`src/rtl/core/hdu_mul.sv`:
```
// two-stage sign-magnitude multiplier from four half-width partial products
module hdu_mul #(
  parameter int WA = 32,
  parameter int WB = 32,
  parameter int WO = 32,
  parameter int SH = 0
) (
  input  logic                 clk,
  input  logic                 en,
  input  logic signed [WA-1:0] a,
  input  logic signed [WB-1:0] b,
  output logic signed [WO-1:0] p
);

  localparam int HA = (WA + 1) / 2;
  localparam int HB = (WB + 1) / 2;
  localparam int WP = WA + WB;
  localparam int W00 = HA + HB;
  localparam int W01 = HA + WB - HB;
  localparam int W10 = WA - HA + HB;
  localparam int W11 = WP - HA - HB;

  logic [WA-1:0]        a_mag;
  logic [WB-1:0]        b_mag;
  logic [W00-1:0]       pp00_r, pp00_nxt;
  logic [W01-1:0]       pp01_r, pp01_nxt;
  logic [W10-1:0]       pp10_r, pp10_nxt;
  logic [W11-1:0]       pp11_r, pp11_nxt;
  logic                 neg_r, neg_nxt;
  logic [WP-1:0]        sum;
  logic [WO-1:0]        mag;
  logic signed [WO-1:0] p_r, p_nxt;

  always_comb begin
    a_mag    = a[WA-1] ? -a : a;
    b_mag    = b[WB-1] ? -b : b;
    neg_nxt  = a[WA-1] ^ b[WB-1];
    pp00_nxt = W00'(a_mag[HA-1:0]) * W00'(b_mag[HB-1:0]);
    pp01_nxt = W01'(a_mag[HA-1:0]) * W01'(b_mag[WB-1:HB]);
    pp10_nxt = W10'(a_mag[WA-1:HA]) * W10'(b_mag[HB-1:0]);
    pp11_nxt = W11'(a_mag[WA-1:HA]) * W11'(b_mag[WB-1:HB]);
  end

  always_comb begin
    sum   = WP'(pp00_r) + (WP'(pp01_r) << HB) + (WP'(pp10_r) << HA)
          + (WP'(pp11_r) << (HA + HB));
    mag   = WO'(sum >> SH);
    p_nxt = neg_r ? -signed'(mag) : signed'(mag);
  end

  always_ff @(posedge clk) begin
    if (en) begin
      pp00_r <= pp00_nxt;
      pp01_r <= pp01_nxt;
      pp10_r <= pp10_nxt;
      pp11_r <= pp11_nxt;
      neg_r  <= neg_nxt;
      p_r    <= p_nxt;
    end
  end

  assign p = p_r;

endmodule

```
`config.mk`:
```
export PLATFORM = sky130hd
export DESIGN_NAME = hdu_mul
export DESIGN_NICKNAME = d
export VERILOG_FILES = /design/src/rtl/core/hdu_mul.sv
export SDC_FILE = /design/constraint.sdc
export NUM_CORES = 1
export LEC_CHECK = 0
export BUFFER_PORTS_ARGS = -buffer_cell sky130_fd_sc_hd__buf_4
export CAP_MARGIN = 20
export CELL_PAD_IN_SITES_DETAIL_PLACEMENT = 0
export CELL_PAD_IN_SITES_GLOBAL_PLACEMENT = 1
export CORE_ASPECT_RATIO = 1.1
export CORE_MARGIN = 4
export CORE_UTILIZATION = 39
export CTS_CLUSTER_DIAMETER = 120
export DETAILED_ROUTE_END_ITERATION = 7
export GPL_ROUTABILITY_DRIVEN = 0
export PLACE_DENSITY_LB_ADDON = 0.12
export SETUP_SLACK_MARGIN = 0.4
export SLEW_MARGIN = 20
export SYNTH_ARGS = -nofsm -noshare
export SYNTH_HDL_FRONTEND = slang
export SYNTH_SLANG_ARGS = --single-unit
```
`constraint.sdc`:
```
create_clock -name clk -period 7.95 [get_ports clk]
set_input_delay 0.3975 -clock clk [delete_from_list [all_inputs] [get_ports clk]]
set_output_delay 0.3975 -clock clk [all_outputs]
set_load 0.05 [all_outputs]
```
==> out/results.tsv <==
metric	value	unit
status	completed	
sequential fraction of the synthesis area	0.134	
Seq cells post-synth	97	
predominant post-synthesis flop cell	edfxtp_1	
adder-cell share of the synthesized area	0.467	
worst setup margin	680	ps
H-tree Lvls	3	
type of origin of the critical path	input pin	
Post-route DRC	0	
first-pass GRT wire length	99.4	mm
fin. max-slew vios	0	
die width	233	µm
Final Critical Period	7270	ps
Die Height	256	µm
min-delay src	pp00_r[0]$_DFFE_PP_	
Post-Syn Area	21700	µm²
ratio of cells with drive above 1 in the final layout	0.109	
design area	24500	µm²
worst clock skew	12.0	ps
CTS tree	yes	
Syn Area/Cell	9.04	µm²
Min-Delay Path Depth	0	
final cycle utilization of the critical path	0.914	
most instantiated library cell after synthesis	inv_1	
vias in the first global route	17392	
total die area	59600	µm²
final WL	63.3	mm
clock slew at reported path FFs	80	ps
grt ovf	0	
largest family of logic cells by synthesized area	adder cells	
capturing point of the worst reg2reg path	p[31]$_DFFE_PP_	
clk_lat worst skew	360	ps
Reg2Reg Launch Point	pp00_r[17]$_DFFE_PP_	
Worst-Margin Slew	1020	ps
XOR/XNOR Fraction of Synth Area	0.0969	
Synth top area share	0.341	
mux contribution to synthesized area	0	
Avg WL per Cell	19.2	µm
Worst Path Required	8050	ps
Compound-Gate Fraction of Synth Area	0.0669	
Relative slew margins	0.314	
largest net degree at the start of global routing	52	
Via-to-Cell Ratio	4.98	
Max clock buf depth	2	
Rows	90	
Yosys top cell by area	fa_1	
top cells by area, synth	fa_1, edfxtp_1, ha_1	
total of max-cap violations	0	
unrepaired setup endpoints after global routing	yes	
Hold Path End	p[0]$_DFFE_PP_	
Post-synth EDFFs	97	
total track usage	0.216	
Detail Route Antenna Nets	0	
nets	3217	
CTS Sinks	97	
Yosys Warn Count	0	
Root Driver	clkbuf_16	
synth unique cells	51	
Initial Util	0.395	
Gate Count Post-Synth	2404	
Num CTS Buffers	9	
FF-to-FF setup slack	3980	ps
post-synthesis simple-gate area fraction	0.140	
core area	55100	µm²
Pre-Repair DR Iteration Count	5	
area grow syn2layout	12.9	%
FF-to-FF path depth	13	
Hold WC Path Type	reg -> reg	
CP Max Fanout	5	
Async S/R FF share, synth	0	
Placed Area	24100	µm²
CP Class	in -> reg	
io pins	98	
final setup vio count	0	
I/O Buffers	97	
post-synth net total	3059	
Worst EP arrival	7370	ps
Initial DRC Count	896	
Fin. Hold Viols	0	
Via Count	16454	
Max Freq	138	MHz
Hold Buf Count CTS	0	
hpwl dp	53.6	mm
initial antenna violation count	0	
dpl ws	-24.1	ps
Setup crit end kind	flip-flop	
synth cell count leaders	inv_1, fa_1, nand2_1	
[registers in the layout, summed over array words and instances, names as in the netlist]
register / count
p: 32
pp00_r: 32
pp01_r: 16
pp10_r: 16
neg_r: 1
[repair_timing]
action	CTS	global route
buffers inserted	0	3
pin swaps	0	11
endpoints found under the setup margin	1	5
resized for setup	1	24
[layer usage]
layer | routed length [µm] | global-route usage
met3 | 3550 | 0.0370
met2 | 30000 | 0.354
met5 | 0 | 0
met4 | 1850 | 0.0623
met1 | 27800 | 0.295
[worst max-delay path by stage]
stage                      from              endpoint  slack [ps]
after floorplan            b[0]  pp00_r[28]$_DFFE_PP_         420
after global placement    b[15]  pp01_r[15]$_DFFE_PP_         -50
after global routing      b[15]  pp01_r[15]$_DFFE_PP_         390
final                     b[15]  pp01_r[15]$_DFFE_PP_         680
after CTS                 b[15]  pp01_r[15]$_DFFE_PP_         440
after detailed placement  b[15]  pp01_r[15]$_DFFE_PP_         -20
[worst max-delay path, stage by stage]
cell and delay, ps:
buf_4 150, or3_4 410, or3_4 400, or3_4 430
o21ai_0 200, xnor2_1 190, nand2_1 110, fa_1 530
inv_1 60, fa_1 500, inv_1 60, fa_1 530
inv_1 50, fa_1 480, inv_1 50, fa_1 480
inv_1 50, fa_2 350, xnor2_1 150, xnor2_1 200
xnor2_1 190, xnor2_1 190, xnor2_1 190, xnor2_2 120
xnor2_2 230, xnor2_1 120, xnor2_1 250, xnor3_1 300
[logic make-up after synthesis]
kind of cell | Yosys count
buf+inv | 550
xor+xnor | 238
compound gates | 214
flops | 97
simple gates | 716
fa+ha+maj | 589
[through the flow]
step | setup TNS (ps) | hold slack [ps] | std cells | util
final | 0 | 518 | 3304 | 0.446
after global routing | 0 | 538 | 3303 | 0.446
after CTS | 0 | 519 | 3300 | 0.443
after detailed placement | -24.1 | 505 | 3284 | 0.437
after global placement | -46.5 | 512 | 3284 | 0.437
after floorplan | 0 | 477 | 2404 | -
[cell usage in the layout, fill, tap and decap left out, drive strengths merged, types with 15 or more instances in the layout]
master	instances
o21ai	41
nand2	327
a21o	30
nand3	15
nor2	259
xnor2	172
edfxtp	97
fa	370
o21a	17
xor2	65
and2	30
inv	484
or3	17
buf	217
o21bai	15
o41ai	16
nor3	17
o31ai	33
a21oi	41
ha	219
[area by class of cell]
type / instances / area [µm²]
antenna: 1 / 2.50
inverter: 480 / 1800
timing repair buffer: 217 / 1650
sequential: 97 / 2910
multi-input combinational: 1757 / 17000
tap: 736 / 921
clock inverter: 7 / 62.6
fill: 5488 / 30500
clock buffer: 9 / 225
Power is left out: the tool's default activity adds up to more than one toggle a clock period on the data nets, which glitch-free logic cannot reach.
