$ cat src/rtl/core/hdu_pkg.sv
// shared constants and elaboration-time table functions for the haversine distance unit
package hdu_pkg;

  localparam int CONST_BITS = 60;

  localparam logic signed [30:0] LAT_LIMIT   = 31'sd900000000;
  localparam logic signed [31:0] LON_LIMIT   = 32'sd1800000000;
  localparam logic signed [32:0] LON_LIMIT_W = 33'sd1800000000;
  localparam logic signed [32:0] LON_SPAN    = 33'sd3600000000;
  localparam logic signed [31:0] DIAMETER_CM = 32'sd1275627400;
  localparam logic signed [32:0] MAX_DIST    = 33'sd2003750840;

  // sign-magnitude product, magnitude truncated after the shift
  function automatic longint mulsh(input longint a, input longint b, input int sh);
    logic         neg;
    logic [63:0]  ua;
    logic [63:0]  ub;
    logic [127:0] p;
    logic [63:0]  r;
    neg = (a < 0) != (b < 0);
    ua  = (a < 0) ? 64'(-a) : 64'(a);
    ub  = (b < 0) ? 64'(-b) : 64'(b);
    p   = {64'd0, ua} * {64'd0, ub};
    r   = 64'(p >> sh);
    r[63] = 1'b0;
    return neg ? -longint'(r) : longint'(r);
  endfunction

  // unsigned shift-and-subtract quotient
  function automatic longint unsigned div_u64(input longint unsigned n,
                                              input longint unsigned d);
    longint unsigned q;
    longint unsigned r;
    q = 64'd0;
    r = 64'd0;
    for (int i = 63; i >= 0; i--) begin
      r = {r[62:0], n[i]};
      if (r >= d) begin
        r    = r - d;
        q[i] = 1'b1;
      end
    end
    return q;
  endfunction

  // pi in q60 by machin series
  function automatic longint pi_q60();
    longint p5;
    longint p239;
    longint s5;
    longint s239;
    longint t;
    p5   = (longint'(1) <<< CONST_BITS) / 5;
    p239 = (longint'(1) <<< CONST_BITS) / 239;
    s5   = 0;
    s239 = 0;
    for (int k = 0; k < 40; k++) begin
      if (p5 != 0) begin
        t  = longint'(div_u64(64'(p5), 64'(2 * k + 1)));
        s5 = (k % 2 == 1) ? s5 - t : s5 + t;
        p5 = longint'(div_u64(64'(p5), 64'd25));
      end
      if (p239 != 0) begin
        t    = longint'(div_u64(64'(p239), 64'(2 * k + 1)));
        s239 = (k % 2 == 1) ? s239 - t : s239 + t;
        p239 = longint'(div_u64(64'(p239), 64'd57121));
      end
    end
    return 16 * s5 - 4 * s239;
  endfunction

  // atan(2^-m) in q60
  function automatic longint atan_pow2(input int m);
    longint unsigned p;
    longint          sum;
    longint          t;
    int              sh;
    p   = 64'd1 << (CONST_BITS - m);
    sum = 0;
    sh  = 2 * m;
    for (int k = 0; k < 64; k++) begin
      if (p != 0) begin
        t   = longint'(div_u64(p, 64'(2 * k + 1)));
        sum = (k % 2 == 1) ? sum - t : sum + t;
        p   = (sh < 64) ? (p >> sh) : 64'd0;
      end
    end
    return sum;
  endfunction

  function automatic longint to_frac(input longint v, input int f);
    int d;
    d = CONST_BITS - f;
    return (v + (longint'(1) <<< (d - 1))) >>> d;
  endfunction

  function automatic longint atan_frac(input int i, input int f);
    return to_frac((i == 0) ? pi_q60() / 4 : atan_pow2(i), f);
  endfunction

  // reciprocal of the cordic gain by newton iteration on 1/sqrt
  function automatic longint gain_frac(input int stages, input int f);
    longint g2;
    longint k;
    longint t;
    g2 = longint'(1) <<< CONST_BITS;
    for (int i = 0; i < stages; i++) begin
      if (2 * i < 64) g2 = g2 + (g2 >>> (2 * i));
    end
    k = ((longint'(1) <<< CONST_BITS) / 10) * 6;
    for (int i = 0; i < 8; i++) begin
      t = mulsh(g2, mulsh(k, k, CONST_BITS), CONST_BITS);
      k = mulsh(k, 3 * (longint'(1) <<< CONST_BITS) - t, CONST_BITS + 1);
    end
    return to_frac(k, f);
  endfunction

  // pi / 1.8e9 in q92
  function automatic logic [63:0] unit_scale_q92();
    logic [63:0] pi;
    logic [63:0] q;
    logic [63:0] r;
    pi = 64'(pi_q60());
    q  = div_u64(pi, 64'd1800000000);
    r  = pi - q * 64'd1800000000;
    return (q << 32) + div_u64(r << 32, 64'd1800000000);
  endfunction

  localparam logic signed [63:0] UNIT_SCALE = unit_scale_q92();

endpackage

$ cat src/rtl/core/hdu_vec_cell.sv
// one vectoring-mode cordic iteration with its output register
module hdu_vec_cell #(
  parameter int FRACTION_BITS = 32,
  parameter int I = 0,
  parameter int WD = 35
) (
  input  logic                 clk,
  input  logic                 en,
  input  logic signed [WD-1:0] x_in,
  input  logic signed [WD-1:0] y_in,
  input  logic signed [WD-1:0] z_in,
  output logic signed [WD-1:0] x_out,
  output logic signed [WD-1:0] y_out,
  output logic signed [WD-1:0] z_out
);

  localparam logic signed [WD-1:0] ATAN = WD'(hdu_pkg::atan_frac(I, FRACTION_BITS));

  logic signed [WD-1:0] dx, dy;
  logic signed [WD-1:0] x_r, x_nxt;
  logic signed [WD-1:0] y_r, y_nxt;
  logic signed [WD-1:0] z_r, z_nxt;

  always_comb begin
    dx = y_in >>> I;
    dy = x_in >>> I;
    if (!y_in[WD-1]) begin
      x_nxt = x_in + dx;
      y_nxt = y_in - dy;
      z_nxt = z_in + ATAN;
    end else begin
      x_nxt = x_in - dx;
      y_nxt = y_in + dy;
      z_nxt = z_in - ATAN;
    end
  end

  always_ff @(posedge clk) begin
    if (en) begin
      x_r <= x_nxt;
      y_r <= y_nxt;
      z_r <= z_nxt;
    end
  end

  assign x_out = x_r;
  assign y_out = y_r;
  assign z_out = z_r;

endmodule
$ cat config.mk
export PLATFORM = sky130hd
export DESIGN_NAME = hdu_vec_cell
export DESIGN_NICKNAME = d
export VERILOG_FILES = /design/src/rtl/core/hdu_pkg.sv /design/src/rtl/core/hdu_vec_cell.sv
export SDC_FILE = /design/constraint.sdc
export NUM_CORES = 1
export LEC_CHECK = 0
export BUFFER_PORTS_ARGS = -buffer_cell sky130_fd_sc_hd__buf_2
export CORE_MARGIN = 1.5
export CORE_UTILIZATION = 52
export DETAILED_ROUTE_END_ITERATION = 10
export PLACE_DENSITY = 0.87
export SYNTH_ARGS = -nofsm -noshare
export SYNTH_HDL_FRONTEND = slang
export SYNTH_SLANG_ARGS = --single-unit
export TNS_END_PERCENT = 30
$ cat constraint.sdc
create_clock -name clk -period 4.5 [get_ports clk]
set_input_delay 0.9 -clock clk [delete_from_list [all_inputs] [get_ports clk]]
set_output_delay 0.9 -clock clk [all_outputs]
set_load 0.005 [all_outputs]
==> qor.yml <==
status: "finished clean"
crit_required_ns: 4.59
place.detailed.hpwl_um: 27170
tns_ns: 0
dr.pass1.iters: 5
clock.fmax_mhz: 249.5
final_util_pct: 60.75
crit_type: "primary input to register"
yosys.area_share.simple_pct: 12.96
grt_first_pass_wirelength_um: 53740
grtUsageTotal_pct: 30.97
vias: 10720
cts_tree: "done"
synth_compound_area_share_pct: 26.59
start_util_pct: 52.73
synthTopCellsByCount: "a21oi_1, ha_1, inv_1"
cp_max_fo: 15
diodes: 0
synth-xor-area-share_pct: 7.713
synth_edf_count: 104
yosysMostFrequentCell: "a21oi_1"
cts.sinks: 104
syn-num-nets: 1513
synth_cells: 1268
clk_pin_slew_ns: 0.08
relSlewSlack_pct: 36.57
swShare_pct: 36.84
core_area_um2: 20890
fp.dieArea_um2: 22060
cap_violations: 0
synthDistinctLibCells: 86
setup_viol: 0
yosys-top-cells-area: "edfxtp_1, ha_1, a21oi_1"
postCtsHoldBufs: 0
arrival_ns: 4.09
yosys_warnings: 0
hold_violations: 0
async_flop_share_pct: 0
clockBufferDepth: 2
chipWidth_um: 148.5
maxSlewViolCount: 0
place.gp.congestion: 1.012
synth_top_area_cell: "edfxtp_1"
clkPwrFrac_pct: 23.1
syn-cell-area_um2: 11010
p_leak_uw: 0.005696
nets: 1709
power_per_cell_area_nw_per_um2: 292.5
fin_crit_sh_pct: 89.05
die_h_um: 148.5
hold_ws_ns: 0.7023
drc: 0
power_frac_comb_pct: 41.0
routed_wl_um: 34530
p_switching_uw: 1367
synthAdderAreaFrac_pct: 15.95
crit_path_start_kind: "primary input"
seq_area_frac_synth_pct: 28.35
io_buffer_count: 211
root_buffer: "clkbuf_16"
synth_mux_area_share_pct: 2.454
power_frac_seq_pct: 36.0
globalRouteOverflowTotal: 0
p_int_uw: 2345
yosys_most_used_dff: "edfxtp_1"
grt_max_degree: 78
grt_pass1_vias: 10460
min_path_cells: 1
cts_made_buffers: 9
synth_area_per_cell_um2: 8.686
drt-initial-drc-count: 976
area_growth_syn_to_layout_pct: 15.21
fin_crit_ns: 4.007
rsz0062_at_grt: "false"
synth_top_area_share_pct: 28.35
io_pins: 212
cts_resized: 0
drt-vias-per-instance: 6.147
post_cts_buffers: 0
synth_top_family_by_area: "compound AO/OA/AOI/OAI gates"
min_from: "z_in[0]"
htreeDepth: 3
wl_per_cell_um: 19.80
min_to: "z_out[0]"
peakVddDrop_uv: 179.1
ant_nets: 0
drive_above_1_share_pct: 19.40
critPathCaptureType: "register"
worstMarginPinSlew_ns: 0.9514
rows: 53
min_path_type: "primary input to register"
ys_ff_latch: 104
antenna_found_initial: 0
area by class of cell:
type	instances	area, µm²
Inverter	118	442.9
Multi-Input combinational cell	996	7233
Sequential cell	104	3123
Clock inverter	6	76.32
Clock buffer	10	229.0
Timing Repair Buffer	235	1241
Fill cell	1804	8199
Tap cell	275	344.1
through the flow:
stage	power (µW)	cells	instance area [µm²]	setup WS (ns)
finish	3712	1744	12690	0.4927
global route	3909	1744	12690	0.3425
CTS	3697	1744	12690	0.6155
detailed placement	2837	1728	12380	0.2426
global placement	2812	1728	12380	0.2671
floorplan	2286	1268	11020	0.3051
worst max-delay path, stage by stage:
cell and delay, ns:
buf_2 0.11, inv_1 0.04, ha_1 0.60, nor2b_1 0.17, or3_1 0.35, o21ai_0 0.19, a31oi_1 0.16, o31ai_1 0.67
o2bb2ai_1 0.30, o31a_1 0.28, mux2i_1 0.13, xnor2_1 0.19
worst max-delay path by stage:
stage	startpoint	endpoint	slack, ns
after floorplan	y_in[34]	z_out[31]	0.31
after global placement	x_in[10]	x_out[31]	0.27
after detailed placement	x_in[10]	x_out[31]	0.24
after CTS	x_in[10]	y_out[23]	0.62
after global routing	x_in[10]	x_out[31]	0.34
final	x_in[10]	y_out[23]	0.49
sequential cells by signal, indices dropped and copies added, names as in the netlist:
name and cells:
x_out 35, z_out 35, y_out 34
routing by layer:
| metal | global-route usage (%) | routed length [µm] |
|---|---|---|
| met3 | 6.411 | 3484 |
| met2 | 51.47 | 16100 |
| met1 | 39.36 | 13820 |
| met4 | 12.23 | 1124 |
| met5 | 0 | 0 |
power groups by stage:
stage / registers, µW / clock network [µW] / logic, µW
6_report: 1330 / 856 / 1520
4_1_cts: 1340 / 868 / 1490
2_1_floorplan: 1380 / 0 / 911
5_1_grt: 1350 / 908 / 1650
3_3_place_gp: 1350 / 0 / 1460
3_5_place_dp: 1360 / 0 / 1480
kinds of logic (layout without fill, tap and decap cells):
kind of cell | Yosys count | count (layout)
compound gates | 450 | 450
xor+xnor | 97 | 97
fa+ha+maj | 138 | 138
buf+inv | 168 | 369
flops | 104 | 104
mux | 27 | 27
simple gates | 284 | 284
layout by cell type (no fill, tap or decap), types with 12 or more instances in the layout:
cell type / n
nand4_1: 22
a31oi_1: 14
nor2_1: 76
mux2i_1: 27
buf_2: 209
nand2_1: 65
inv_1: 114
xnor2_1: 77
nor2b_1: 14
buf_4: 26
nand3_1: 13
nor3_1: 26
a21oi_1: 163
o21ai_0: 85
a211oi_1: 12
ha_1: 134
o31ai_1: 12
a21o_1: 39
xor2_1: 20
edfxtp_1: 104
nand2b_1: 15
o21bai_1: 26
Power figures use the tool's default switching activity.
