<file path="src/rtl/core/hdu_pkg.sv">
// shared constants and elaboration-time table functions for the haversine distance unit
package hdu_pkg;

  localparam int CONST_BITS = 60;

  localparam logic signed [30:0] LAT_LIMIT   = 31'sd900000000;
  localparam logic signed [31:0] LON_LIMIT   = 32'sd1800000000;
  localparam logic signed [32:0] LON_LIMIT_W = 33'sd1800000000;
  localparam logic signed [32:0] LON_SPAN    = 33'sd3600000000;
  localparam logic signed [31:0] DIAMETER_CM = 32'sd1275627400;
  localparam logic signed [32:0] MAX_DIST    = 33'sd2003750840;

  // sign-magnitude product, magnitude truncated after the shift
  function automatic longint mulsh(input longint a, input longint b, input int sh);
    logic         neg;
    logic [63:0]  ua;
    logic [63:0]  ub;
    logic [127:0] p;
    logic [63:0]  r;
    neg = (a < 0) != (b < 0);
    ua  = (a < 0) ? 64'(-a) : 64'(a);
    ub  = (b < 0) ? 64'(-b) : 64'(b);
    p   = {64'd0, ua} * {64'd0, ub};
    r   = 64'(p >> sh);
    r[63] = 1'b0;
    return neg ? -longint'(r) : longint'(r);
  endfunction

  // unsigned shift-and-subtract quotient
  function automatic longint unsigned div_u64(input longint unsigned n,
                                              input longint unsigned d);
    longint unsigned q;
    longint unsigned r;
    q = 64'd0;
    r = 64'd0;
    for (int i = 63; i >= 0; i--) begin
      r = {r[62:0], n[i]};
      if (r >= d) begin
        r    = r - d;
        q[i] = 1'b1;
      end
    end
    return q;
  endfunction

  // pi in q60 by machin series
  function automatic longint pi_q60();
    longint p5;
    longint p239;
    longint s5;
    longint s239;
    longint t;
    p5   = (longint'(1) <<< CONST_BITS) / 5;
    p239 = (longint'(1) <<< CONST_BITS) / 239;
    s5   = 0;
    s239 = 0;
    for (int k = 0; k < 40; k++) begin
      if (p5 != 0) begin
        t  = longint'(div_u64(64'(p5), 64'(2 * k + 1)));
        s5 = (k % 2 == 1) ? s5 - t : s5 + t;
        p5 = longint'(div_u64(64'(p5), 64'd25));
      end
      if (p239 != 0) begin
        t    = longint'(div_u64(64'(p239), 64'(2 * k + 1)));
        s239 = (k % 2 == 1) ? s239 - t : s239 + t;
        p239 = longint'(div_u64(64'(p239), 64'd57121));
      end
    end
    return 16 * s5 - 4 * s239;
  endfunction

  // atan(2^-m) in q60
  function automatic longint atan_pow2(input int m);
    longint unsigned p;
    longint          sum;
    longint          t;
    int              sh;
    p   = 64'd1 << (CONST_BITS - m);
    sum = 0;
    sh  = 2 * m;
    for (int k = 0; k < 64; k++) begin
      if (p != 0) begin
        t   = longint'(div_u64(p, 64'(2 * k + 1)));
        sum = (k % 2 == 1) ? sum - t : sum + t;
        p   = (sh < 64) ? (p >> sh) : 64'd0;
      end
    end
    return sum;
  endfunction

  function automatic longint to_frac(input longint v, input int f);
    int d;
    d = CONST_BITS - f;
    return (v + (longint'(1) <<< (d - 1))) >>> d;
  endfunction

  function automatic longint atan_frac(input int i, input int f);
    return to_frac((i == 0) ? pi_q60() / 4 : atan_pow2(i), f);
  endfunction

  // reciprocal of the cordic gain by newton iteration on 1/sqrt
  function automatic longint gain_frac(input int stages, input int f);
    longint g2;
    longint k;
    longint t;
    g2 = longint'(1) <<< CONST_BITS;
    for (int i = 0; i < stages; i++) begin
      if (2 * i < 64) g2 = g2 + (g2 >>> (2 * i));
    end
    k = ((longint'(1) <<< CONST_BITS) / 10) * 6;
    for (int i = 0; i < 8; i++) begin
      t = mulsh(g2, mulsh(k, k, CONST_BITS), CONST_BITS);
      k = mulsh(k, 3 * (longint'(1) <<< CONST_BITS) - t, CONST_BITS + 1);
    end
    return to_frac(k, f);
  endfunction

  // pi / 1.8e9 in q92
  function automatic logic [63:0] unit_scale_q92();
    logic [63:0] pi;
    logic [63:0] q;
    logic [63:0] r;
    pi = 64'(pi_q60());
    q  = div_u64(pi, 64'd1800000000);
    r  = pi - q * 64'd1800000000;
    return (q << 32) + div_u64(r << 32, 64'd1800000000);
  endfunction

  localparam logic signed [63:0] UNIT_SCALE = unit_scale_q92();

endpackage

</file>
<file path="src/rtl/core/hdu_rot_cell.sv">
// one rotation-mode cordic iteration with its output register
module hdu_rot_cell #(
  parameter int FRACTION_BITS = 32,
  parameter int I = 0,
  parameter int WD = 35
) (
  input  logic                 clk,
  input  logic                 en,
  input  logic signed [WD-1:0] x_in,
  input  logic signed [WD-1:0] y_in,
  input  logic signed [WD-1:0] z_in,
  output logic signed [WD-1:0] x_out,
  output logic signed [WD-1:0] y_out,
  output logic signed [WD-1:0] z_out
);

  localparam logic signed [WD-1:0] ATAN = WD'(hdu_pkg::atan_frac(I, FRACTION_BITS));

  logic signed [WD-1:0] dx, dy;
  logic signed [WD-1:0] x_r, x_nxt;
  logic signed [WD-1:0] y_r, y_nxt;
  logic signed [WD-1:0] z_r, z_nxt;

  always_comb begin
    dx = y_in >>> I;
    dy = x_in >>> I;
    if (!z_in[WD-1]) begin
      x_nxt = x_in - dx;
      y_nxt = y_in + dy;
      z_nxt = z_in - ATAN;
    end else begin
      x_nxt = x_in + dx;
      y_nxt = y_in - dy;
      z_nxt = z_in + ATAN;
    end
  end

  always_ff @(posedge clk) begin
    if (en) begin
      x_r <= x_nxt;
      y_r <= y_nxt;
      z_r <= z_nxt;
    end
  end

  assign x_out = x_r;
  assign y_out = y_r;
  assign z_out = z_r;

endmodule

</file>
<file path="config.mk">
export PLATFORM = sky130hd
export DESIGN_NAME = hdu_rot_cell
export DESIGN_NICKNAME = d
export VERILOG_FILES = /design/src/rtl/core/hdu_pkg.sv /design/src/rtl/core/hdu_rot_cell.sv
export SDC_FILE = /design/constraint.sdc
export NUM_CORES = 1
export LEC_CHECK = 0
export BUFFER_PORTS_ARGS = -buffer_cell sky130_fd_sc_hd__buf_2
export CAP_MARGIN = 0
export CORE_ASPECT_RATIO = 0.8
export CORE_MARGIN = 3
export CORE_UTILIZATION = 45
export CTS_BUF_LIST = sky130_fd_sc_hd__clkbuf_2 sky130_fd_sc_hd__clkbuf_4 sky130_fd_sc_hd__clkbuf_8
export DETAILED_ROUTE_END_ITERATION = 8
export PLACE_DENSITY = 0.67
export REMOVE_ABC_BUFFERS = 1
export SLEW_MARGIN = 20
export SYNTH_ARGS = -nofsm -noshare
export SYNTH_HDL_FRONTEND = slang
export SYNTH_SLANG_ARGS = --single-unit
</file>
<file path="constraint.sdc">
create_clock -name clk -period 4.7 [get_ports clk]
set_input_delay 0.47 -clock clk [delete_from_list [all_inputs] [get_ports clk]]
set_output_delay 0.47 -clock clk [all_outputs]
set_load 0.005 [all_outputs]
</file>
==> out/results.tsv <==
metric	value	unit
run status	finished clean	
crit-path max FO	19	
vias in the first global route	9697	
cell area after synthesis	11000	um2
RSZ-0062 raised after global routing	no	
FMAX	262	MHz
Tcrit/Tclk final	0.811	
fin crit period	3810	ps
FF/Latch Area	3120	um2
Post-route DRC	0	
total routed wirelength	34400	um
IO Pins	212	
vias per cell	5.89	
Clock transition at path regs	110	ps
CTS tree	yes	
Syn Area/Cell	8.52	um2
M1 GR Usage	0.365	
share of the synthesized area in the top cell type	0.285	
drt wl/cell	19.3	um
ys flop type	edfxtp_1	
Startpoint Class	input port	
layout cell share with drive strength beyond 1	0.172	
clock buffer depth	2	
CTS buffer count	9	
MaxCap Viol Count	0	
worst hold path endpoint	z_out[0]	
GR Layer Usage met2	0.379	
gr busiest metal	met2	
critical path required time	4860	ps
hold path depth	1	
chip width	180	um
antenna viol nets, final	0	
Cells after DPL	1770	
largest net degree at the start of global routing	69	
leakage	0.00563	uW
Core Area	23600	um2
Die Y	146	um
worst min path class	in2reg	
initial drt markers	1139	
# port buffers	211	
Setup Fix Bufs, Post-CTS	0	
met3 global-route usage	0.0492	
Yosys cell types	78	
cell count after synthesis	1287	
HP Start	z_in[0]	
crit path kind	in2reg	
Yosys warning count	0	
hold-fix buffer count after cts	0	
CTS Root Cell	clkbuf_8	
n_diodes	0	
first-pass GRT wire length	52800	um
Rel. slew slack	0.325	
CP Capture Type	flip-flop	
Layout area overhead	13.3	%
Final Max Slew Viols	0	
# rows	50	
Peak VDD IR	0.171	mV
EDFF count, synth	104	
pwr dens	261	nW/um2
GR Overflow Total	0	
Synth area leader	edfxtp_1	
Die Area	26300	um2
Cell Count, Final, Fillers Out	1786	
cts repair resizes	0	
sequential share of the synthesized area	0.285	
GRT Util Overall	0.247	
routability cong.	0.963	
TNS Setup	0	ps
initial cell density of the core	0.463	
Critical Path AT	3970	ps
Least-Margin Pin Slew	1000	ps
via count	10514	
H-tree level count	3	
final hold violation count	0	
drt pass-1 iters	5	
area taken by multi-input logic gates	7140	um2
# setup viols final	0	
HPWL Detailed	27500	um
initial antenna violation count	2	
FFs w/ async S/R, synth	0	
hold slack	237	ps
nets	1716	
fill count	2280	
top cells by area, synth	edfxtp_1 (28%), ha_1 (16%), a21oi_1 (6.6%), xnor2_1 (6.1%), o21ai_0 (4.4%)	
#FFs+latches synth	104	
Num Clock Sinks	104	
==> Yosys cell counts (17+ instances only) <==
master and instances:
nand2_1 69, nand3_1 31, nand2b_1 17, a21oi_1 145, clkbuf_1 28, nor3_1 18
nor2_1 115, xnor2_1 76, inv_1 122, a21o_1 46, o21bai_1 24, edfxtp_1 104
xor2_1 22, o21ai_0 96, nand4_1 17, ha_1 136
==> flip-flops by register name, indices dropped and copies added, names as in the netlist <==
name	flops
y_out	34
x_out	35
z_out	35
==> cell type report <==
class / instances / area share
Multi-Input combinational cell: 1014 / 0.576
Timing Repair Buffer: 218 / 0.0895
Clock inverter: 7 / 0.00504
Inverter: 122 / 0.0369
Clock buffer: 9 / 0.00998
Sequential cell: 104 / 0.252
Tap cell: 312 / 0.0315
==> worst max path at each step <==
stage	start	endpoint	slack (ps)	depth (start not counted)
5_1_grt	z_in[34]	z_out[31]	710	11
4_1_cts	z_in[34]	z_out[31]	1000	11
2_1_floorplan	z_in[34]	z_out[31]	630	10
3_5_place_dp	z_in[34]	z_out[31]	560	11
3_3_place_gp	z_in[34]	z_out[31]	710	11
6_report	z_in[34]	z_out[31]	890	11
==> power breakdown <==
part	internal, uW	total (uW)	switching [uW]
combinational	556	1400	845
sequential	1230	1270	36.8
clock	206	575	368
==> critical path, stage by stage <==
cell,delay [ps]
buf_2,390
inv_2,310
ha_1,450
a31o_2,260
a211oi_1,290
a21boi_0,260
a221oi_1,530
o41ai_1,150
a211oi_1,490
o21ai_0,190
xor2_1,170
==> cells in the final DEF (no fill, tap or decap), types with 5 or more instances in the layout <==
master | netlist | layout
nand3_1 | 31 | 31
nand4_1 | 17 | 17
o41ai_1 | 6 | 6
xor2_1 | 22 | 22
a31oi_1 | 7 | 7
o21ai_0 | 96 | 96
o31ai_1 | 7 | 7
and2_1 | 7 | 7
o221ai_1 | 5 | 5
nand2_1 | 69 | 69
buf_2 | 4 | 210
clkbuf_8 | 2 | 9
nor4_1 | 5 | 5
xnor2_1 | 76 | 76
edfxtp_1 | 104 | 104
o21bai_1 | 24 | 24
mux2i_1 | 15 | 15
ha_1 | 136 | 136
o211ai_1 | 9 | 9
and3_1 | 6 | 6
nor2b_1 | 12 | 12
a211oi_1 | 15 | 15
o21a_1 | 13 | 13
nor2_1 | 115 | 115
a221oi_1 | 11 | 11
buf_4 | 1 | 8
inv_1 | 122 | 121
nand2b_1 | 17 | 17
a21o_1 | 46 | 46
nor3_1 | 18 | 18
a21oi_1 | 145 | 145
==> per-stage QoR <==
| stage | power (uW) | area, um2 | setup WS [ps] | utilization |
|---|---|---|---|---|
| 2_1_floorplan | 2140 | 10700 | 626 | - |
| 3_3_place_gp | 2650 | 12200 | 713 | 0.517 |
| 3_5_place_dp | 2660 | 12200 | 565 | 0.517 |
| 4_1_cts | 3240 | 12400 | 1000 | 0.525 |
| 5_1_grt | 3430 | 12400 | 706 | 0.525 |
| 6_report | 3250 | 12400 | 889 | 0.525 |
==> per-layer routing <==
| layer | wire length [um] | up-vias | part of all wire |
|---|---|---|---|
| met1 | 16000 | 4949 | 0.46 |
| met3 | 3040 | 47 | 0.088 |
| met2 | 14900 | 505 | 0.43 |
| met4 | 477 | 4 | 0.014 |
| li1 | - | 5009 | - |
| met5 | 33 | - | 0.00096 |
==> cells by family after synthesis <==
logic type,after synthesis,share of synthesized area
AOI/OAI and AO/OA,441,0.260
muxes,15,0.0137
buffers and inverters,169,0.0632
adders and majority gates,140,0.163
xor gates and xnor gates,98,0.0783
DFF,104,0.285
and+or+nand+nor,320,0.138
Power figures use the tool's default switching activity.
