--- src/rtl/core/hdu_sqrt_cell.sv ---
// one bit of a restoring square root with its output register
module hdu_sqrt_cell #(
  parameter int FRACTION_BITS = 32,
  parameter int B = 0
) (
  input  logic                         clk,
  input  logic                         en,
  input  logic [2*FRACTION_BITS+1:0]   rem_in,
  input  logic [FRACTION_BITS:0]       root_in,
  output logic [2*FRACTION_BITS+1:0]   rem_out,
  output logic [FRACTION_BITS:0]       root_out
);

  localparam int WR = 2 * FRACTION_BITS + 2;
  localparam int WQ = FRACTION_BITS + 1;

  logic [WR-1:0] term;
  logic          fits;
  logic [WR-1:0] rem_r, rem_nxt;
  logic [WQ-1:0] root_r, root_nxt;

  always_comb begin
    term     = (WR'(root_in) << (B + 1)) | (WR'(1) << (2 * B));
    fits     = rem_in >= term;
    rem_nxt  = fits ? rem_in - term : rem_in;
    root_nxt = fits ? (root_in | (WQ'(1) << B)) : root_in;
  end

  always_ff @(posedge clk) begin
    if (en) begin
      rem_r  <= rem_nxt;
      root_r <= root_nxt;
    end
  end

  assign rem_out  = rem_r;
  assign root_out = root_r;

endmodule

--- config.mk ---
export PLATFORM = sky130hd
export DESIGN_NAME = hdu_sqrt_cell
export DESIGN_NICKNAME = d
export VERILOG_FILES = /design/src/rtl/core/hdu_sqrt_cell.sv
export SDC_FILE = /design/constraint.sdc
export NUM_CORES = 1
export LEC_CHECK = 0
export BUFFER_PORTS_ARGS = -buffer_cell sky130_fd_sc_hd__clkbuf_2
export CAP_MARGIN = 20
export CORE_ASPECT_RATIO = 1.5
export CORE_MARGIN = 2
export CORE_UTILIZATION = 52
export CTS_BUF_LIST = sky130_fd_sc_hd__clkbuf_16
export CTS_CLUSTER_DIAMETER = 40
export DETAILED_ROUTE_END_ITERATION = 12
export PLACE_DENSITY = 0.82
export SETUP_SLACK_MARGIN = 0.3
export SLEW_MARGIN = 10
export SYNTH_ARGS = -nofsm -noshare
export SYNTH_HDL_FRONTEND = slang
export SYNTH_SLANG_ARGS = --single-unit
--- constraint.sdc ---
create_clock -name clk -period 4 [get_ports clk]
set_input_delay 0.6 -clock clk [delete_from_list [all_inputs] [get_ports clk]]
set_output_delay 0.6 -clock clk [all_outputs]
set_load 0.01 [all_outputs]
==> results of run 1 <==
-- stage by stage --
step | setup WS, ns | utilization
global route | 0.315 | 0.666
floorplan | 0.574 | -
finish | 0.550 | 0.666
CTS | 0.558 | 0.665
detailed placement | 0.207 | 0.639
global placement | 0.354 | 0.639
-- final timing paths --
| kind | endpoint | from | cells after the start |
|---|---|---|---|
| worst min-delay path | root_out[11] | root_in[11] | 1 |
| worst max-delay path | rem_out[49] | rem_in[1] | 13 |
-- synth_stat cells (17+ instances only) --
library cell / number
sky130_fd_sc_hd__inv_1: 44
sky130_fd_sc_hd__a21oi_1: 58
sky130_fd_sc_hd__nor2_1: 57
sky130_fd_sc_hd__nand3_1: 17
sky130_fd_sc_hd__nor3_1: 24
sky130_fd_sc_hd__edfxtp_1: 99
sky130_fd_sc_hd__o21ai_0: 24
sky130_fd_sc_hd__ha_1: 34
sky130_fd_sc_hd__xor2_1: 29
sky130_fd_sc_hd__nand2_1: 54
sky130_fd_sc_hd__xnor2_1: 33
-- cell type report --
class                   count  area (µm²)
fillers                   987        3850
clock inverters             7        73.8
inverters                  44         165
well taps                 150         188
flip-flops and latches     99        2970
multi-input cells         446        2940
repair buffers            214        1110
clock buffers               9         225
-- flip-flops by register name (all words and copies together) (netlist names) --
signal	flops
root_out	33
rem_out	66
-- per-layer routing --
metal	up-vias	routed length, µm
met5	-	0
met4	0	396
met3	35	905
met2	198	8720
met1	2526	5910
li1	2630	-
-- power breakdown --
part	switching (mW)	internal [mW]	total [mW]
clock network	0.397	0.490	0.887
logic	0.414	0.294	0.708
registers	0.0305	1.28	1.31
-- logic make-up after synthesis --
logic type,Yosys count
compound gates,138
xor+xnor,62
fa+ha+maj,35
buf+inv,67
flops,99
mux,3
simple gates,208
-- worst max-delay path, cell delays in order --
cell                        delay [ns]
sky130_fd_sc_hd__clkbuf_2         0.11
sky130_fd_sc_hd__inv_1            0.07
sky130_fd_sc_hd__fa_1             0.46
sky130_fd_sc_hd__nor2b_1          0.16
sky130_fd_sc_hd__o21bai_1         0.11
sky130_fd_sc_hd__a31o_2           0.29
sky130_fd_sc_hd__a211oi_1         0.30
sky130_fd_sc_hd__o21ai_1          0.24
sky130_fd_sc_hd__o211a_4          0.31
sky130_fd_sc_hd__a2111oi_4        0.28
sky130_fd_sc_hd__buf_4            0.27
sky130_fd_sc_hd__nand4_1          0.15
sky130_fd_sc_hd__xnor2_1          0.21
==> out/results.md, run 1 <==
* Synth Area in Simple Gates: 0.165
* core region area: 11500 µm²
* number of nets with antenna violations after routing: 0
* final slew viol count: 0
* class of the most critical setup path: primary input to flip-flop
* # port buffers: 199
* total count of hold-check failures in the final report: 0
* Synth area leader: sky130_fd_sc_hd__edfxtp_1
* diode insertion count for antenna repair: 0
* master cell of the clock root buffer: sky130_fd_sc_hd__clkbuf_16
* CTS Buffer Depth: 2
* cts bufs inserted: 9
* Die Y-Extent: 137 µm
* number of sinks on the clock net: 99
* via density per instance: 5.56
* total power draw: 2.91 mW
* EDFF count, synth: 99
* count of placed standard cells in the final layout, fillers left out: 969
* Max Fclk: 290 MHz
* maximum number of pins on one net before global-route repair: 87
* number of gates given a new drive strength after cts: 0
* static leakage: 3.41 nW
* Async S/R FF share, synth: 0
* worst hold path class: primary input to flip-flop
* min Tclk post-route: 3.45 ns
* clk slew on worst S/H paths: 0.07 ns
* total of flip-flops plus latches after synthesis: 99
* Synth Net Count: 748
* Detailed Place HPWL: 12600 µm
* adder-cell area share of the yosys netlist: 0.0722
* io pins: 200
* synthesized-area fraction occupied by ao, oa, aoi and oai cells: 0.145
* total DRC errors in the routed layout: 0
* largest fanout on the critical path: 15
* leading cell types by total area after synthesis: sky130_fd_sc_hd__edfxtp_1 (48%), sky130_fd_sc_hd__ha_1 (6.9%), sky130_fd_sc_hd__a21oi_1 (4.7%)
* sequential element share of the synthesized area: 0.482
* met3 layer usage reported by global route: 0.0509
* Post-CTS Hold Fix Bufs: 0
* Rows: 48
* met2 Usage GRT: 0.469
* worst vdd ir: 0.237 mV
* Unique masters post-synth: 59
* setup violation total in the final timing report: 0
* signal arrival time at the worst endpoint: 3.55 ns
* M1 GR Usage: 0.262
* Worst Max-Slew Pin Slew: 1.06 ns
* Layout Nets: 950
* per-cell routed wire length: 16.4 µm
* Warnings, synthesis: 0
* routability congestion estimate from global placement: 0.918
* leading register cell type out of synthesis: sky130_fd_sc_hd__edfxtp_1
* Placement Cell Area: 7370 µm²
* starting density of the core: 0.535
* CTS tree: built
* most frequent standard cell in the layout excluding fill and tap cells: sky130_fd_sc_hd__clkbuf_2
* final hold slack: 0.436 ns
* post-synthesis instance total: 612
* number of buffers added for setup after CTS: 0
* result of the run: completed
* total power divided by cell area: 379 nW/µm²
* crit share post-route: 0.863
* # placed instances: 953
* wire length after detailed routing: 15900 µm
* vias post-DR: 5389
* relative slew slack: 0.293
* max-capacitance violation count: 0
* area share of the leading cell type in the synthesized netlist: 0.482
* xor/xnor share of the synthesized area: 0.0880
* layout cells sized above 1: 0.298
* multiplexer area fraction after synthesis: 0.00548
* Die Width: 92.9 µm
* synthesized area per cell: 10.1 µm²
* global-route congestion overflow total: 0
* level count of the clock H-tree: 3
* gr usage total: 0.248
* Iter 0 DRT Violations: 226
* vias in the first global route: 5587
* most frequent cells in the layout: sky130_fd_sc_hd__clkbuf_2 (198), sky130_fd_sc_hd__edfxtp_1 (99), sky130_fd_sc_hd__a21oi_1 (58), sky130_fd_sc_hd__nor2_1 (57), sky130_fd_sc_hd__nand2_1 (54)
* kind of end point of the critical path: flip-flop
* unrepaired setup endpoints after global routing: false
* most heavily used metal layer in global routing: met2
* Setup crit start kind: primary input
* Die Outline Area: 12800 µm²
* wire length of the first global-routing pass: 24900 µm
* Setup TNS: 0 ns
* Post-Synthesis Cell Area: 6170 µm²
* Finished Cell Area: 7680 µm²
* antenna violations before repair: 0
* relative area change from synthesis to final layout: 24.4%
* DR pass1 iterations: 4
* WP data required: 4.10 ns
* largest family of logic cells by synthesized area: simple AND/OR/NAND/NOR gates
No activity file was read; power rests on OpenSTA's default activity.
==> inputs of run 2 (changes only) <==
--- a/config.mk
+++ b/config.mk
@@ -13,7 +13,7 @@
 export CTS_BUF_LIST = sky130_fd_sc_hd__clkbuf_16
 export CTS_CLUSTER_DIAMETER = 40
 export DETAILED_ROUTE_END_ITERATION = 12
-export PLACE_DENSITY = 0.82
+export PLACE_DENSITY = 0.86
 export SETUP_SLACK_MARGIN = 0.3
 export SLEW_MARGIN = 10
 export SYNTH_ARGS = -nofsm -noshare
==> out/results.md, run 2 (same netlist as run 1, synthesis figures left out) <==
* CP delay by family, top: simple AND/OR/NAND/NOR gates
* diode insertion count for antenna repair: 0
* master cell of the clock root buffer: sky130_fd_sc_hd__clkbuf_16
* via density per instance: 5.53
* static leakage: 3.39 nW
* Die Width: 92.9 µm
* gr usage total: 0.244
* final core utilization: 0.663
* cell count of the worst hold path: 1
* sink of the worst hold path: root_out[6]
* worst vdd ir: 0.271 mV
* total power divided by cell area: 368 nW/µm²
* wire length after detailed routing: 15700 µm
* first element of the critical path: rem_in[42]
* Worst Max-Slew Pin Slew: 1.03 ns
* core region area: 11500 µm²
* cells along the critical path: clkbuf_2 > or4_4 > or3_4 > nor4_4 > a41oi_1 > and2_4 > o211a_4 > a2111oi_4 > buf_4 > nand4_1 > xnor2_1
* largest fanout on the critical path: 15
* layout cells sized above 1: 0.295
* level count of the clock H-tree: 3
* Finished Cell Area: 7650 µm²
* signal arrival time at the worst endpoint: 3.55 ns
* starting density of the core: 0.535
* # placed instances: 951
* count of placed standard cells in the final layout, fillers left out: 967
* CTS Buffer Depth: 2
* crit path max-delay cell type: sky130_fd_sc_hd__or4_4
* combined buffer and inverter count along the critical path: 2
* relative area change from synthesis to final layout: 24.0%
* Rows: 48
* Post-CTS Hold Fix Bufs: 0
* class of the most critical setup path: primary input to flip-flop
* vias in the first global route: 5281
* maximum number of pins on one net before global-route repair: 82
* wire length of the first global-routing pass: 24600 µm
* Max Fclk: 289 MHz
* # port buffers: 199
* io pins: 200
* antenna violations before repair: 0
* max reg flops: 66
* Die Y-Extent: 137 µm
* total DRC errors in the routed layout: 0
* final slew viol count: 0
* max-capacitance violation count: 0
* per-cell routed wire length: 16.2 µm
* relative slew slack: 0.311
* global-route congestion overflow total: 0
* number of nets with antenna violations after routing: 0
* min Tclk post-route: 3.46 ns
* Layout Nets: 948
* least setup slack across all paths after layout: 0.536 ns
* worst setup slack after placement: 0.170 ns
* WP data required: 4.09 ns
* result of the run: completed
* Die Outline Area: 12800 µm²
* worst hold path class: primary input to flip-flop
* number of sinks on the clock net: 99
* Iter 0 DRT Violations: 255
* most frequent standard cell in the layout excluding fill and tap cells: sky130_fd_sc_hd__clkbuf_2
* final hold slack: 0.441 ns
* Setup TNS: 0 ns
* Placement Cell Area: 7370 µm²
* CTS tree: built
* total count of hold-check failures in the final report: 0
* maximum cell stage delay along the critical path: 0.58 ns
* total power draw: 2.81 mW
* clk slew on worst S/H paths: 0.08 ns
* Detailed Place HPWL: 12400 µm
* most frequent cells in the layout: sky130_fd_sc_hd__clkbuf_2 (198), sky130_fd_sc_hd__edfxtp_1 (99), sky130_fd_sc_hd__a21oi_1 (58), sky130_fd_sc_hd__nor2_1 (57), sky130_fd_sc_hd__nand2_1 (54)
* DR pass1 iterations: 4
* cts bufs inserted: 9
* Setup crit start kind: primary input
* crit share post-route: 0.866
* kind of end point of the critical path: flip-flop
* min-delay src: root_in[6]
* vias post-DR: 5343
* unrepaired setup endpoints after global routing: false
* setup violation total in the final timing report: 0
* routability congestion estimate from global placement: 0.924
==> run 2: cell count changes in the layout (fill, tap and decap cells not counted), sizes merged <==
cell,previous run,this run
buf,16,14
bufinv,1,0
clkinv,2,5
inv,47,45
==> run 2: where the power goes <==
part           internal, mW  total, mW  switching, mW
Combinational         0.296      0.705          0.410
Clock                 0.419      0.793          0.374
Sequential             1.28       1.32         0.0313
==> run 2: what timing repair did <==
item,CTS,global route
setup buffers,0,0
gates resized for setup,0,2
setup endpoints to repair,0,3
hold endpoints to repair,0,0
==> run 2: worst max-delay path by stage <==
stage / to / slack, ns / cells past startpoint
after floorplan: rem_out[45] / 0.57 / 13
after global placement: rem_out[51] / 0.30 / 13
after detailed placement: rem_out[49] / 0.17 / 13
after CTS: rem_out[49] / 0.53 / 13
after global routing: rem_out[49] / 0.39 / 13
final: rem_out[49] / 0.54 / 11
==> run 2: area by class of cell <==
cell class	instances	area (µm²)
Fill cell	988	3880
Sequential cell	99	2970
Multi-Input combinational cell	446	2940
Timing Repair Buffer	212	1110
Clock buffer	9	225
Tap cell	150	188
Inverter	44	165
Clock inverter	7	46.3
==> run 2: per-layer routing <==
metal | vias up | track usage | wire length, µm
li1 | 2635 | - | -
met1 | 2467 | 0.259 | 5640
met2 | 217 | 0.476 | 8730
met3 | 24 | 0.0542 | 1070
met4 | 0 | 0.0678 | 244
met5 | - | 0 | 0
